[src/motor_command_framer_core_assert.svh]
// Assertion macros used by the framer RTL top level
`ifndef MOTOR_COMMAND_FRAMER_CORE_ASSERT_SVH
`define MOTOR_COMMAND_FRAMER_CORE_ASSERT_SVH

// same-cycle implication, sampled on clock, held off during reset
`define MCF_ASSERT_NOW(lbl, ante, cons, msg) \
   lbl: assert property (@(posedge clock) disable iff (reset) (ante) |-> (cons)) \
      else $error(msg);

// next-cycle implication, sampled on clock, held off during reset
`define MCF_ASSERT_NEXT(lbl, ante, cons, msg) \
   lbl: assert property (@(posedge clock) disable iff (reset) (ante) |=> (cons)) \
      else $error(msg);

`endif

[src/mcf_pkg.sv]
// Types and constants shared by the motor command framer
package mcf_pkg;

   typedef enum logic [1:0] {
      OP_VELOCITY = 2'd0,
      OP_STOP     = 2'd1,
      OP_RESET    = 2'd2,
      OP_INIT     = 2'd3
   } op_type;

   typedef struct packed {
      op_type     op;
      logic [1:0] mode;
      logic       left_neg;
      logic [3:0] left_d2;
      logic [3:0] left_d1;
      logic [3:0] left_d0;
      logic       right_neg;
      logic [3:0] right_d2;
      logic [3:0] right_d1;
      logic [3:0] right_d0;
   } cmd_type;

   localparam logic [7:0] ASCII_STX = 8'h02;
   localparam logic [7:0] ASCII_ETX = 8'h03;
   localparam int BYTE_INDEX_WIDTH = 5;

endpackage

[src/mcf_front.sv]
// Front end: accepts requests, clamps speeds and splits them into decimal digits
module mcf_front #(
   parameter int DEPTH = 4
) (
   input  logic                  clock,
   input  logic                  reset,
   input  logic                  start,
   output logic                  busy,
   input  logic [1:0]            req_operation,
   input  logic signed [15:0]    req_left_speed,
   input  logic signed [15:0]    req_right_speed,
   input  logic [1:0]            req_stop_mode,
   input  logic                  pop,
   output logic                  push,
   output mcf_pkg::cmd_type      push_cmd
);
   import mcf_pkg::*;

   localparam int CNT_W = $clog2(DEPTH + 1);

   function automatic logic [9:0] clamp_mag(input logic signed [15:0] s);
      logic [15:0] abs_v;
      begin
         abs_v = s[15] ? (~s + 16'd1) : s;
         if (s > 16'sd999 || s < -16'sd999) begin
            clamp_mag = 10'd999;
         end else begin
            clamp_mag = abs_v[9:0];
         end
      end
   endfunction

   function automatic logic [3:0] hundreds(input logic [9:0] m);
      logic [15:0] prod;
      begin
         prod = {6'd0, m} * 16'd41;
         hundreds = prod[15:12];
      end
   endfunction

   function automatic logic [6:0] rem100(input logic [9:0] m, input logic [3:0] q);
      logic [9:0] h;
      logic [9:0] diff;
      begin
         h = {q, 6'd0} + {1'b0, q, 5'd0} + {4'd0, q, 2'd0};
         diff = m - h;
         rem100 = diff[6:0];
      end
   endfunction

   function automatic logic [3:0] tens(input logic [6:0] r);
      logic [13:0] prod;
      begin
         prod = {7'd0, r} * 14'd103;
         tens = prod[13:10];
      end
   endfunction

   function automatic logic [3:0] units(input logic [6:0] r, input logic [3:0] t);
      logic [6:0] t10;
      logic [6:0] diff;
      begin
         t10 = {t, 3'd0} + {2'd0, t, 1'd0};
         diff = r - t10;
         units = diff[3:0];
      end
   endfunction

   logic             accept;
   logic [CNT_W-1:0] in_flight_ff, in_flight_in;

   logic       a_valid_ff, a_valid_in;
   op_type     a_op_ff;
   logic [1:0] a_mode_ff;
   logic       a_lneg_ff, a_rneg_ff;
   logic [9:0] a_lmag_ff, a_rmag_ff;

   logic       b_valid_ff, b_valid_in;
   op_type     b_op_ff;
   logic [1:0] b_mode_ff;
   logic       b_lneg_ff, b_rneg_ff;
   logic [3:0] b_lq_ff, b_rq_ff;
   logic [6:0] b_lr_ff, b_rr_ff;

   logic [3:0] l_hund, r_hund, l_tens, r_tens;

   assign accept = start && !busy;
   assign busy   = (in_flight_ff == CNT_W'(DEPTH));

   always_comb begin
      in_flight_in = in_flight_ff;
      if (accept && !pop) begin
         in_flight_in = in_flight_ff + CNT_W'(1);
      end else if (!accept && pop) begin
         in_flight_in = in_flight_ff - CNT_W'(1);
      end
   end

   assign a_valid_in = accept;
   assign b_valid_in = a_valid_ff;

   always_ff @(posedge clock) begin
      if (reset) begin
         in_flight_ff <= '0;
         a_valid_ff   <= 1'b0;
         b_valid_ff   <= 1'b0;
      end else begin
         in_flight_ff <= in_flight_in;
         a_valid_ff   <= a_valid_in;
         b_valid_ff   <= b_valid_in;
      end
   end

   always_ff @(posedge clock) begin
      a_op_ff   <= op_type'(req_operation);
      a_mode_ff <= (req_stop_mode == 2'd0) ? 2'd1 : req_stop_mode;
      a_lneg_ff <= req_left_speed[15];
      a_rneg_ff <= req_right_speed[15];
      a_lmag_ff <= clamp_mag(req_left_speed);
      a_rmag_ff <= clamp_mag(req_right_speed);
   end

   assign l_hund = hundreds(a_lmag_ff);
   assign r_hund = hundreds(a_rmag_ff);

   always_ff @(posedge clock) begin
      b_op_ff   <= a_op_ff;
      b_mode_ff <= a_mode_ff;
      b_lneg_ff <= a_lneg_ff;
      b_rneg_ff <= a_rneg_ff;
      b_lq_ff   <= l_hund;
      b_rq_ff   <= r_hund;
      b_lr_ff   <= rem100(a_lmag_ff, l_hund);
      b_rr_ff   <= rem100(a_rmag_ff, r_hund);
   end

   assign l_tens = tens(b_lr_ff);
   assign r_tens = tens(b_rr_ff);

   assign push = b_valid_ff;

   always_comb begin
      push_cmd.op        = b_op_ff;
      push_cmd.mode      = b_mode_ff;
      push_cmd.left_neg  = b_lneg_ff;
      push_cmd.left_d2   = b_lq_ff;
      push_cmd.left_d1   = l_tens;
      push_cmd.left_d0   = units(b_lr_ff, l_tens);
      push_cmd.right_neg = b_rneg_ff;
      push_cmd.right_d2  = b_rq_ff;
      push_cmd.right_d1  = r_tens;
      push_cmd.right_d0  = units(b_rr_ff, r_tens);
   end

endmodule

[src/mcf_queue.sv]
// Command queue between the front end and the byte sequencer
module mcf_queue #(
   parameter int DEPTH = 4
) (
   input  logic             clock,
   input  logic             reset,
   input  logic             push,
   input  mcf_pkg::cmd_type push_cmd,
   input  logic             pop,
   output logic             not_empty,
   output mcf_pkg::cmd_type head_cmd
);
   import mcf_pkg::*;

   localparam int PTR_W = (DEPTH > 1) ? $clog2(DEPTH) : 1;
   localparam int CNT_W = $clog2(DEPTH + 1);

   cmd_type          mem_ff [DEPTH];
   logic [PTR_W-1:0] wr_ptr_ff, wr_ptr_in;
   logic [PTR_W-1:0] rd_ptr_ff, rd_ptr_in;
   logic [CNT_W-1:0] count_ff, count_in;

   always_comb begin
      wr_ptr_in = wr_ptr_ff;
      rd_ptr_in = rd_ptr_ff;
      count_in  = count_ff;
      if (push) begin
         wr_ptr_in = (wr_ptr_ff == PTR_W'(DEPTH - 1)) ? '0 : wr_ptr_ff + PTR_W'(1);
      end
      if (pop) begin
         rd_ptr_in = (rd_ptr_ff == PTR_W'(DEPTH - 1)) ? '0 : rd_ptr_ff + PTR_W'(1);
      end
      if (push && !pop) begin
         count_in = count_ff + CNT_W'(1);
      end else if (!push && pop) begin
         count_in = count_ff - CNT_W'(1);
      end
   end

   always_ff @(posedge clock) begin
      if (reset) begin
         wr_ptr_ff <= '0;
         rd_ptr_ff <= '0;
         count_ff  <= '0;
      end else begin
         wr_ptr_ff <= wr_ptr_in;
         rd_ptr_ff <= rd_ptr_in;
         count_ff  <= count_in;
      end
   end

   always_ff @(posedge clock) begin
      if (push) begin
         mem_ff[wr_ptr_ff] <= push_cmd;
      end
   end

   assign not_empty = (count_ff != '0);
   assign head_cmd  = mem_ff[rd_ptr_ff];

endmodule

[src/mcf_back.sv]
// Back end: walks a queued command and emits its frame one byte per cycle
module mcf_back (
   input  logic             clock,
   input  logic             reset,
   input  logic             not_empty,
   input  mcf_pkg::cmd_type head_cmd,
   output logic             pop,
   output logic             rsp_strobe,
   output logic [7:0]       rsp_tx_byte,
   output logic             rsp_last
);
   import mcf_pkg::*;

   function automatic logic [BYTE_INDEX_WIDTH-1:0] last_index(input op_type op);
      case (op)
         OP_VELOCITY: last_index = BYTE_INDEX_WIDTH'(17);
         OP_STOP:     last_index = BYTE_INDEX_WIDTH'(7);
         OP_RESET:    last_index = BYTE_INDEX_WIDTH'(8);
         OP_INIT:     last_index = BYTE_INDEX_WIDTH'(6);
         default:     last_index = BYTE_INDEX_WIDTH'(6);
      endcase
   endfunction

   function automatic logic [7:0] digit(input logic [3:0] d);
      digit = 8'h30 + {4'd0, d};
   endfunction

   function automatic logic [7:0] sign_char(input logic neg);
      sign_char = neg ? "B" : "F";
   endfunction

   function automatic logic [7:0] frame_byte(input cmd_type c,
                                             input logic [BYTE_INDEX_WIDTH-1:0] idx);
      logic [7:0] b;
      begin
         b = ASCII_ETX;
         case (c.op)
            OP_VELOCITY: begin
               case (idx)
                  5'd0, 5'd9:   b = ASCII_STX;
                  5'd1, 5'd10:  b = "C";
                  5'd2, 5'd11:  b = "V";
                  5'd3:         b = "L";
                  5'd4:         b = sign_char(c.left_neg);
                  5'd5:         b = digit(c.left_d2);
                  5'd6:         b = digit(c.left_d1);
                  5'd7:         b = digit(c.left_d0);
                  5'd12:        b = "R";
                  5'd13:        b = sign_char(c.right_neg);
                  5'd14:        b = digit(c.right_d2);
                  5'd15:        b = digit(c.right_d1);
                  5'd16:        b = digit(c.right_d0);
                  default:      b = ASCII_ETX;
               endcase
            end
            OP_STOP: begin
               case (idx)
                  5'd0:    b = ASCII_STX;
                  5'd1:    b = "C";
                  5'd2:    b = "S";
                  5'd3:    b = "T";
                  5'd4:    b = "O";
                  5'd5:    b = "P";
                  5'd6:    b = 8'h30 + {6'd0, c.mode};
                  default: b = ASCII_ETX;
               endcase
            end
            OP_RESET: begin
               case (idx)
                  5'd0:       b = ASCII_STX;
                  5'd1:       b = "C";
                  5'd2:       b = "R";
                  5'd3, 5'd5: b = "E";
                  5'd4:       b = "S";
                  5'd6:       b = "T";
                  5'd7:       b = "A";
                  default:    b = ASCII_ETX;
               endcase
            end
            OP_INIT: begin
               case (idx)
                  5'd0:       b = ASCII_STX;
                  5'd1:       b = "C";
                  5'd2, 5'd4: b = "I";
                  5'd3:       b = "N";
                  5'd5:       b = "T";
                  default:    b = ASCII_ETX;
               endcase
            end
            default: b = ASCII_ETX;
         endcase
         frame_byte = b;
      end
   endfunction

   cmd_type                     cur_ff, cur_in;
   logic                        active_ff, active_in;
   logic [BYTE_INDEX_WIDTH-1:0] idx_ff, idx_in;
   logic                        last_byte;
   logic                        strobe_ff;
   logic [7:0]                  byte_ff;
   logic                        last_ff;

   assign last_byte = active_ff && (idx_ff == last_index(cur_ff.op));
   assign pop       = not_empty && (!active_ff || last_byte);

   always_comb begin
      cur_in    = cur_ff;
      active_in = active_ff;
      idx_in    = idx_ff;
      if (pop) begin
         cur_in    = head_cmd;
         active_in = 1'b1;
         idx_in    = '0;
      end else if (last_byte) begin
         active_in = 1'b0;
      end else if (active_ff) begin
         idx_in = idx_ff + BYTE_INDEX_WIDTH'(1);
      end
   end

   always_ff @(posedge clock) begin
      if (reset) begin
         active_ff <= 1'b0;
         strobe_ff <= 1'b0;
      end else begin
         active_ff <= active_in;
         strobe_ff <= active_ff;
      end
   end

   always_ff @(posedge clock) begin
      cur_ff  <= cur_in;
      idx_ff  <= idx_in;
      byte_ff <= frame_byte(cur_ff, idx_ff);
      last_ff <= last_byte;
   end

   assign rsp_strobe  = strobe_ff;
   assign rsp_tx_byte = byte_ff;
   assign rsp_last    = strobe_ff && last_ff;

endmodule

[src/motor_command_framer_core.sv]
// Top level of the motor command framer: front end, command queue and byte sequencer
//
//   channel  | ports                                         | handshake
//   ---------+-----------------------------------------------+----------------------
//   request  | req_operation, req_left_speed/right_speed,    | start && !busy
//            | req_stop_mode                                 |
//   response | rsp_tx_byte, rsp_last                         | rsp_strobe, one cycle
//
// One byte leaves per cycle: velocity 18 beats, stop 8, reset 9, init 7.
// The byte sequencer sets the rate; back-to-back requests give gapless beats.
// When idle, the first beat follows accept via stages A, B, queue and sequencer regs.
// busy rises once QUEUE_DEPTH requests are in flight or queued.
// reset is synchronous and empties the queue and the sequencer.
// rsp_strobe marks each beat; the receiver cannot stall.
module motor_command_framer_core #(
   parameter int QUEUE_DEPTH = 4
) (
   input  logic               clock,
   input  logic               reset,
   input  logic               start,
   output logic               busy,
   input  logic [1:0]         req_operation,
   input  logic signed [15:0] req_left_speed,
   input  logic signed [15:0] req_right_speed,
   input  logic [1:0]         req_stop_mode,
   output logic               rsp_strobe,
   output logic [7:0]         rsp_tx_byte,
   output logic               rsp_last
);
   import mcf_pkg::*;

   logic    push;
   cmd_type push_cmd;
   logic    pop;
   logic    not_empty;
   cmd_type head_cmd;

   mcf_front #(
      .DEPTH(QUEUE_DEPTH)
   ) u_front (
      .clock           (clock),
      .reset           (reset),
      .start           (start),
      .busy            (busy),
      .req_operation   (req_operation),
      .req_left_speed  (req_left_speed),
      .req_right_speed (req_right_speed),
      .req_stop_mode   (req_stop_mode),
      .pop             (pop),
      .push            (push),
      .push_cmd        (push_cmd)
   );

   mcf_queue #(
      .DEPTH(QUEUE_DEPTH)
   ) u_queue (
      .clock     (clock),
      .reset     (reset),
      .push      (push),
      .push_cmd  (push_cmd),
      .pop       (pop),
      .not_empty (not_empty),
      .head_cmd  (head_cmd)
   );

   mcf_back u_back (
      .clock       (clock),
      .reset       (reset),
      .not_empty   (not_empty),
      .head_cmd    (head_cmd),
      .pop         (pop),
      .rsp_strobe  (rsp_strobe),
      .rsp_tx_byte (rsp_tx_byte),
      .rsp_last    (rsp_last)
   );

`include "motor_command_framer_core_assert.svh"

   `MCF_ASSERT_NOW(a_last_is_etx, rsp_last, rsp_strobe && rsp_tx_byte == ASCII_ETX,
      "final beat is not ETX")
   `MCF_ASSERT_NOW(a_first_is_stx, $rose(rsp_strobe), rsp_tx_byte == ASCII_STX,
      "first beat of a burst is not STX")
   `MCF_ASSERT_NOW(a_pop_has_data, pop, not_empty, "sequencer took from an empty queue")
   `MCF_ASSERT_NEXT(a_last_then_stx, rsp_last && rsp_strobe,
      !rsp_strobe || rsp_tx_byte == ASCII_STX, "request following a final beat lacks STX")

endmodule

[config.mk]
export PLATFORM = sky130hd
export DESIGN_NAME = motor_command_framer_core
export DESIGN_NICKNAME = d
export VERILOG_FILES = /design/src/mcf_pkg.sv /design/src/mcf_front.sv /design/src/mcf_queue.sv /design/src/mcf_back.sv /design/src/motor_command_framer_core.sv
export VERILOG_INCLUDE_DIRS = /design/src /design/src/src
export SDC_FILE = /design/constraint.sdc
export NUM_CORES = 1
export LEC_CHECK = 0
export BUFFER_PORTS_ARGS = -buffer_cell sky130_fd_sc_hd__buf_2
export CAP_MARGIN = 10
export CORE_ASPECT_RATIO = 0.6
export CORE_MARGIN = 8
export CORE_UTILIZATION = 44
export DETAILED_ROUTE_END_ITERATION = 6
export PLACE_DENSITY_LB_ADDON = 0.12
export REMOVE_ABC_BUFFERS = 1
export SYNTH_ARGS = -nofsm -noshare
export SYNTH_HDL_FRONTEND = slang
export SYNTH_SLANG_ARGS = --single-unit
[constraint.sdc]
create_clock -name clock -period 6.3 [get_ports clock]
set_input_delay 1.26 -clock clock [delete_from_list [all_inputs] [get_ports clock]]
set_output_delay 1.26 -clock clock [all_outputs]
set_load 0.05 [all_outputs]
== Word level (Yosys, flattened, before mapping) ==
Memories as Yosys holds them, arrays and structs flattened. A register that Yosys moved wholly into a read port is not among the register bits.
Cells that the tools add are included.

* Add/subtract/negate cells: 26
* $mul: 4
* Magnitude comparators: 4
* Equal/unequal tests: 22
* Muxes and demuxes: 22
* Bitwise operators: 3
* Reduce and logical (&&, ||, !) cells: 29

{| class="wikitable"
|+ Operators by type and width
! kind !! number
|-
| $pmux W8 S13 || 1
|-
| $pmux W8 S7 || 1
|-
| $add A6 B4 Y7 const A || 6
|-
| $eq A5 B4 Y1 const B || 7
|-
| $pmux W7 S5 || 1
|-
| $gt A16 B11 Y1 const B || 2
|-
| $lt A16 B11 Y1 const B || 2
|-
| $mul A10 B6 Y16 const B || 2
|-
| $pmux W8 S4 || 1
|-
| $mul A7 B7 Y14 const B || 2
|-
| $mux W3 || 8
|-
| $add A10 B1 Y10 const B || 2
|-
| $eq A5 B3 Y1 const B || 4
|-
| $mux W10 || 2
|-
| $not A10 Y10 || 2
|-
| $pmux W5 S4 || 1
|-
| $add A7 B6 Y7 || 2
|-
| $add A7 B7 Y7 || 2
|-
| $sub A7 B7 Y7 || 2
|-
| $eq A5 B2 Y1 const B || 2
|-
| $add A4 B4 Y4 || 2
|-
| $eq A2 B2 Y1 const B || 4
|-
| $logic_and A1 B1 Y1 || 8
|-
| $mux W8 || 1
|-
| other kinds (22) || 43
|}

* Flip-flop bits (word level): 82
* Bits in writable memories: 120
* Memory bits (read-only): 40
* Output and inout port bits: 11
* Word-level logic and storage cells: 137
* Memories kept: 2

{| class="wikitable"
|+ Memories
! memory !! words !! width !! rd ports !! clocked after memory_dff !! write ports !! line !! RTL
|-
| u_queue.mem_ff || 4 || 30 || 1 || 1 || 1 || mcf_queue.sv:18 || <nowiki>cmd_type mem_ff [DEPTH];</nowiki>
|-
| (name not given) || 8 || 5 || 1 || 1 || 0 || mcf_back.sv:69 || <nowiki>case (idx)</nowiki>
|}

== Longest topological paths before layout ==
* Depth in word-level cells: 9
* Mapped depth: 21
* Depth with buffers taken out: 21

== Cells and area by module ==
From an unflattened synthesis, not the netlist that was laid out.

* Cells, all modules: 1012
* Area, all modules: 12954.9 um^2

{| class="wikitable"
|+ By module, submodules not included
! module !! times used !! cells each !! area each (um^2) !! seq. area each (um^2)
|-
| mcf_front || 1 || 571 || 5655.4 || 1181.1
|-
| mcf_queue || 1 || 199 || 4762.1 || 3783.6
|-
| mcf_back || 1 || 242 || 2537.4 || 1301.2
|}

== Worst setup path before layout ==
Ideal clock, no wire load.

* Path type: register to register
* From: reg u_front.b_lr_ff[5]
* To: mem u_queue.mem_ff[0][16] (netlist name) (data pin)
* Setup time: 0.280 ns
* Data arrival time: 4.462 ns
* Required time: 6.020 ns
* Path slack: 1.558 ns
* Stages on the path, launching flop included: 20
* Path buffers: 0
* Cell sequence: dfxtp_1 > inv_1 > ha_1 > fa_1 > inv_1 > fa_1 > ha_1 > ha_1 > nand4_1 > nand3_1 > nor2_1 > o21ai_0 > xnor2_1 > ha_1 > or3b_2 > nand2_1 > nor3b_1 > nor3_1 > nand4_1 > xnor2_1

{| class="wikitable"
|+ RTL lines
! element !! line !! RTL
|-
| from (decl) || mcf_front.sv:83 || <nowiki>logic [6:0] b_lr_ff, b_rr_ff;</nowiki>
|-
| from (signal assigned) || mcf_front.sv:133 || <nowiki>b_lr_ff <= rem100(a_lmag_ff, l_hund);</nowiki>
|-
| to (decl) || mcf_queue.sv:18 ||
|}

==> results.sh <==
export IMPL_status="complete, no violations"
export IMPL_cts_made_buffers=25
export IMPL_yosysSeqAreaShare=0.478
export IMPL_synth_edff_count=150
export IMPL_post_route_period_util=0.831
export IMPL_tightestPinTransition_ps=1130
export IMPL_avgViaCountPerCell=5.19
export IMPL_grt_antenna_before_repair=0
export IMPL_gp_routability_congestion=0.867
export IMPL_min_delay_start="u_front.a_op_ff[1]$_DFF_P_"
export IMPL_synthArstFlopShare=0
export IMPL_yosys_area_share_simple=0.0841
export IMPL_cts_sinks=236
export IMPL_ys_flop_type="edfxtp_1"
export IMPL_critPathMaxStageDelay_ps=480
export IMPL_yosysTopAreaCell="edfxtp_1"
export IMPL_maxSlewViolCount=0
export IMPL_dr_pass1_iters=6
export IMPL_ant_nets=0
export IMPL_via_count=7816
export IMPL_setup_violations=0
export IMPL_totalWireLength_um=24800
export IMPL_timing_hold_ws_ps=326
export IMPL_cts_setup_buffers=0
export IMPL_yosys_top_cells_area="edfxtp_1 (35%), ha_1 (17%), dfxtp_1 (13%)"
export IMPL_fmax_mhz=191
export IMPL_syn_to_final_growth_pct=11.7
export IMPL_synth_compound_area_share=0.0751
export IMPL_yosys_warnings=0
export IMPL_pin_count=50
export IMPL_synthMuxAreaShare=0.0637
export IMPL_synthCells=1037
export IMPL_coreArea_mm2=0.0289
export IMPL_start_util=0.450
export IMPL_grt_pass1_wl_um=40500
export IMPL_grt_start_max_net_pins=35
export IMPL_min_path_type="register to register"
export IMPL_cts_tree="done"
export IMPL_post_dp_hpwl_um=17900
export IMPL_die_h_um=149
export IMPL_synth_top_family_by_area="adder cells"
export IMPL_seqCellArea_mm2=0.00623
export IMPL_hold_violations=0
export IMPL_critPathRequiredTime_ps=6530
export IMPL_slowest_stage="fa_1"
export IMPL_fin_cells=1506
export IMPL_r2r_cells=19
export IMPL_hold_path_depth=0
export IMPL_fillers=2605
export IMPL_wl_per_cell_um=16.5
export IMPL_drt_iter0_markers=485
export IMPL_clock_path_buffers=3
export IMPL_synth_cell_type_count=77
export IMPL_synth_area_per_cell_um2=12.6
export IMPL_rows=48
export IMPL_root_buffer="clkbuf_16"
export IMPL_cp_num_buf_inv=2
export IMPL_startpoint_type="register"
export IMPL_drc=0
export IMPL_fp_dieW_um=238
export IMPL_cp_max_fo=5
export IMPL_grt_pass1_vias=7506
export IMPL_htreeDepth=1
export IMPL_yosys_top_cells_count="ha_1 (182), edfxtp_1 (150), inv_1 (107), dfxtp_1 (86), nand2_1 (50)"
export IMPL_grt_overflow=0
export IMPL_maxCapViolations=0
export IMPL_multi_input_area_mm2=0.00626
export IMPL_rrSetupSlack_ps=1070
export IMPL_fin_worst_skew_ps=12.2
export IMPL_setup_tns_ps=0
export IMPL_relSlewSlack=0.247
export IMPL_r2r_end="u_queue.mem_ff[0][16]$_DFFE_PP_"
export IMPL_clk_pin_slew_ps=70
export IMPL_dp_cells=1462
export IMPL_grt_use_total=0.141
export IMPL_hold_end="u_front.b_op_ff[1]$_DFF_P_"
export IMPL_netlist_area_mm2=0.0130
export IMPL_dieArea_mm2=0.0355
export IMPL_io_buffers=48
export IMPL_final_core_util=0.503
export IMPL_diodes=0
export IMPL_synth_top_area_share=0.346
export IMPL_post_synth_top_count_cell="ha_1"
export IMPL_reg2reg_from="u_front.b_lr_ff[5]$_DFF_P_"
export IMPL_critical_path_class="register to register"
export IMPL_post_cts_resized=0
export IMPL_crit_top_cell="ha_1"
export IMPL_path_delay_family="adder cells"
export IMPL_worstPathCellList="inv_1, ha_1, fa_1, inv_1, fa_1, ha_1, ha_1, nand4_1, nand3_1, nor2_1, o21ai_0, xnor2_1, ha_1, or3b_2, nand2_1, nor3b_1, nor3_1, nand4_1, xnor2_1"
export IMPL_nets=1336
export IMPL_end_kind="register"
export IMPL_holdBufCountCts=0
export IMPL_drive_gt1_frac=0.131
export IMPL_synthAdderAreaFrac=0.215
export IMPL_synth_seq_cells=236
export IMPL_arrival_ps=5470
export IMPL_insertion_delay_ps=520
export IMPL_post_synth_xor_area_fraction=0.0421
export IMPL_fin_crit_ps=5230
export IMPL_rsz0062_at_grt="no"
## sequential cells by signal, summed over array words and instances, names as in the netlist, 2 cells and up, named ones only
| signal | count |
|---|---|
| u_front.b_lr_ff | 7 |
| u_front.a_lmag_ff | 10 |
| u_front.a_op_ff | 2 |
| u_front.b_rr_ff | 7 |
| u_back.cur_ff | 30 |
| u_queue.rd_ptr_ff | 2 |
| u_queue.wr_ptr_ff | 2 |
| u_back.rsp_tx_byte | 7 |
| u_front.b_mode_ff | 2 |
| u_back.idx_ff | 5 |
| u_front.b_rq_ff | 4 |
| u_front.a_mode_ff | 2 |
| u_front.a_rmag_ff | 10 |
| u_front.b_op_ff | 2 |
| u_front.in_flight_ff | 3 |
| u_queue.count_ff | 3 |
| u_queue.mem_ff | 120 |
| u_front.b_lq_ff | 4 |
## cells by family (layout without fill, tap and decap cells)
kind of cell,after synthesis,after routing
mux,44,44
other cells,1,1
buf+inv,137,206
flops,236,236
fa+ha+maj,208,208
compound gates,139,139
xor+xnor,57,57
simple gates,215,215
## how the worst max path moves through the flow
| stage | from | endpoint | cells after the start | slack (ps) |
|---|---|---|---|---|
| 2_1_floorplan | u_front.b_lr_ff[5]$_DFF_P_ | u_queue.mem_ff[0][16]$_DFFE_PP_ | 19 | 1560 |
| 6_report | u_front.b_lr_ff[5]$_DFF_P_ | u_queue.mem_ff[0][16]$_DFFE_PP_ | 19 | 1070 |
| 5_1_grt | u_front.b_lr_ff[5]$_DFF_P_ | u_queue.mem_ff[0][16]$_DFFE_PP_ | 19 | 620 |
| 3_3_place_gp | u_front.b_lr_ff[5]$_DFF_P_ | u_queue.mem_ff[2][16]$_DFFE_PP_ | 19 | 1220 |
| 4_1_cts | u_front.b_lr_ff[5]$_DFF_P_ | u_queue.mem_ff[0][16]$_DFFE_PP_ | 19 | 1050 |
| 3_5_place_dp | u_front.b_lr_ff[5]$_DFF_P_ | u_queue.mem_ff[2][16]$_DFFE_PP_ | 19 | 1080 |
## through the flow
stage          instance area (µm²)  setup slack (ps)
3_5_place_dp                 13700              1080
6_report                     14500              1070
3_3_place_gp                 13700              1220
2_1_floorplan                12900              1560
5_1_grt                      14500               621
4_1_cts                      14500              1050
## area by class of cell
cell class | count | share of cell area
Clock buffer | 30 | 0.0443
Sequential cell | 236 | 0.428
Inverter | 107 | 0.0276
Multi-Input combinational cell | 664 | 0.430
Tap cell | 400 | 0.0344
Timing Repair Buffer | 55 | 0.0201
Clock inverter | 14 | 0.0152
## layout by cell type, fill, tap and decap left out, drive strengths merged, types with 6 or more instances in the layout
| cell type | netlist | final |
|---|---|---|
| fa | 26 | 26 |
| inv | 107 | 109 |
| xor2 | 22 | 22 |
| buf | 13 | 55 |
| nand2b | 6 | 6 |
| nor2b | 14 | 14 |
| nand3 | 19 | 19 |
| clkinv | 0 | 6 |
| nand2 | 50 | 50 |
| nand4 | 11 | 11 |
| o21ai | 38 | 38 |
| nor3 | 22 | 22 |
| o31ai | 6 | 6 |
| xnor2 | 32 | 32 |
| ha | 182 | 182 |
| a21oi | 35 | 35 |
| o21a | 7 | 7 |
| dfxtp | 86 | 86 |
| nor2 | 47 | 47 |
| and2 | 13 | 13 |
| or3 | 10 | 10 |
| a31oi | 6 | 6 |
| mux2i | 13 | 13 |
| mux4 | 30 | 30 |
| clkbuf | 17 | 30 |
| edfxtp | 150 | 150 |
## routing by layer
metal,up-vias,track usage,share of wire
met5,-,0,0
met4,0,0.0306,0.017
met3,33,0.0351,0.068
met2,221,0.187,0.37
met1,3675,0.224,0.54
li1,3887,-,-
Power is not shown: default switching activity piles up to over one toggle a cycle in this logic, so the estimate is an artifact.
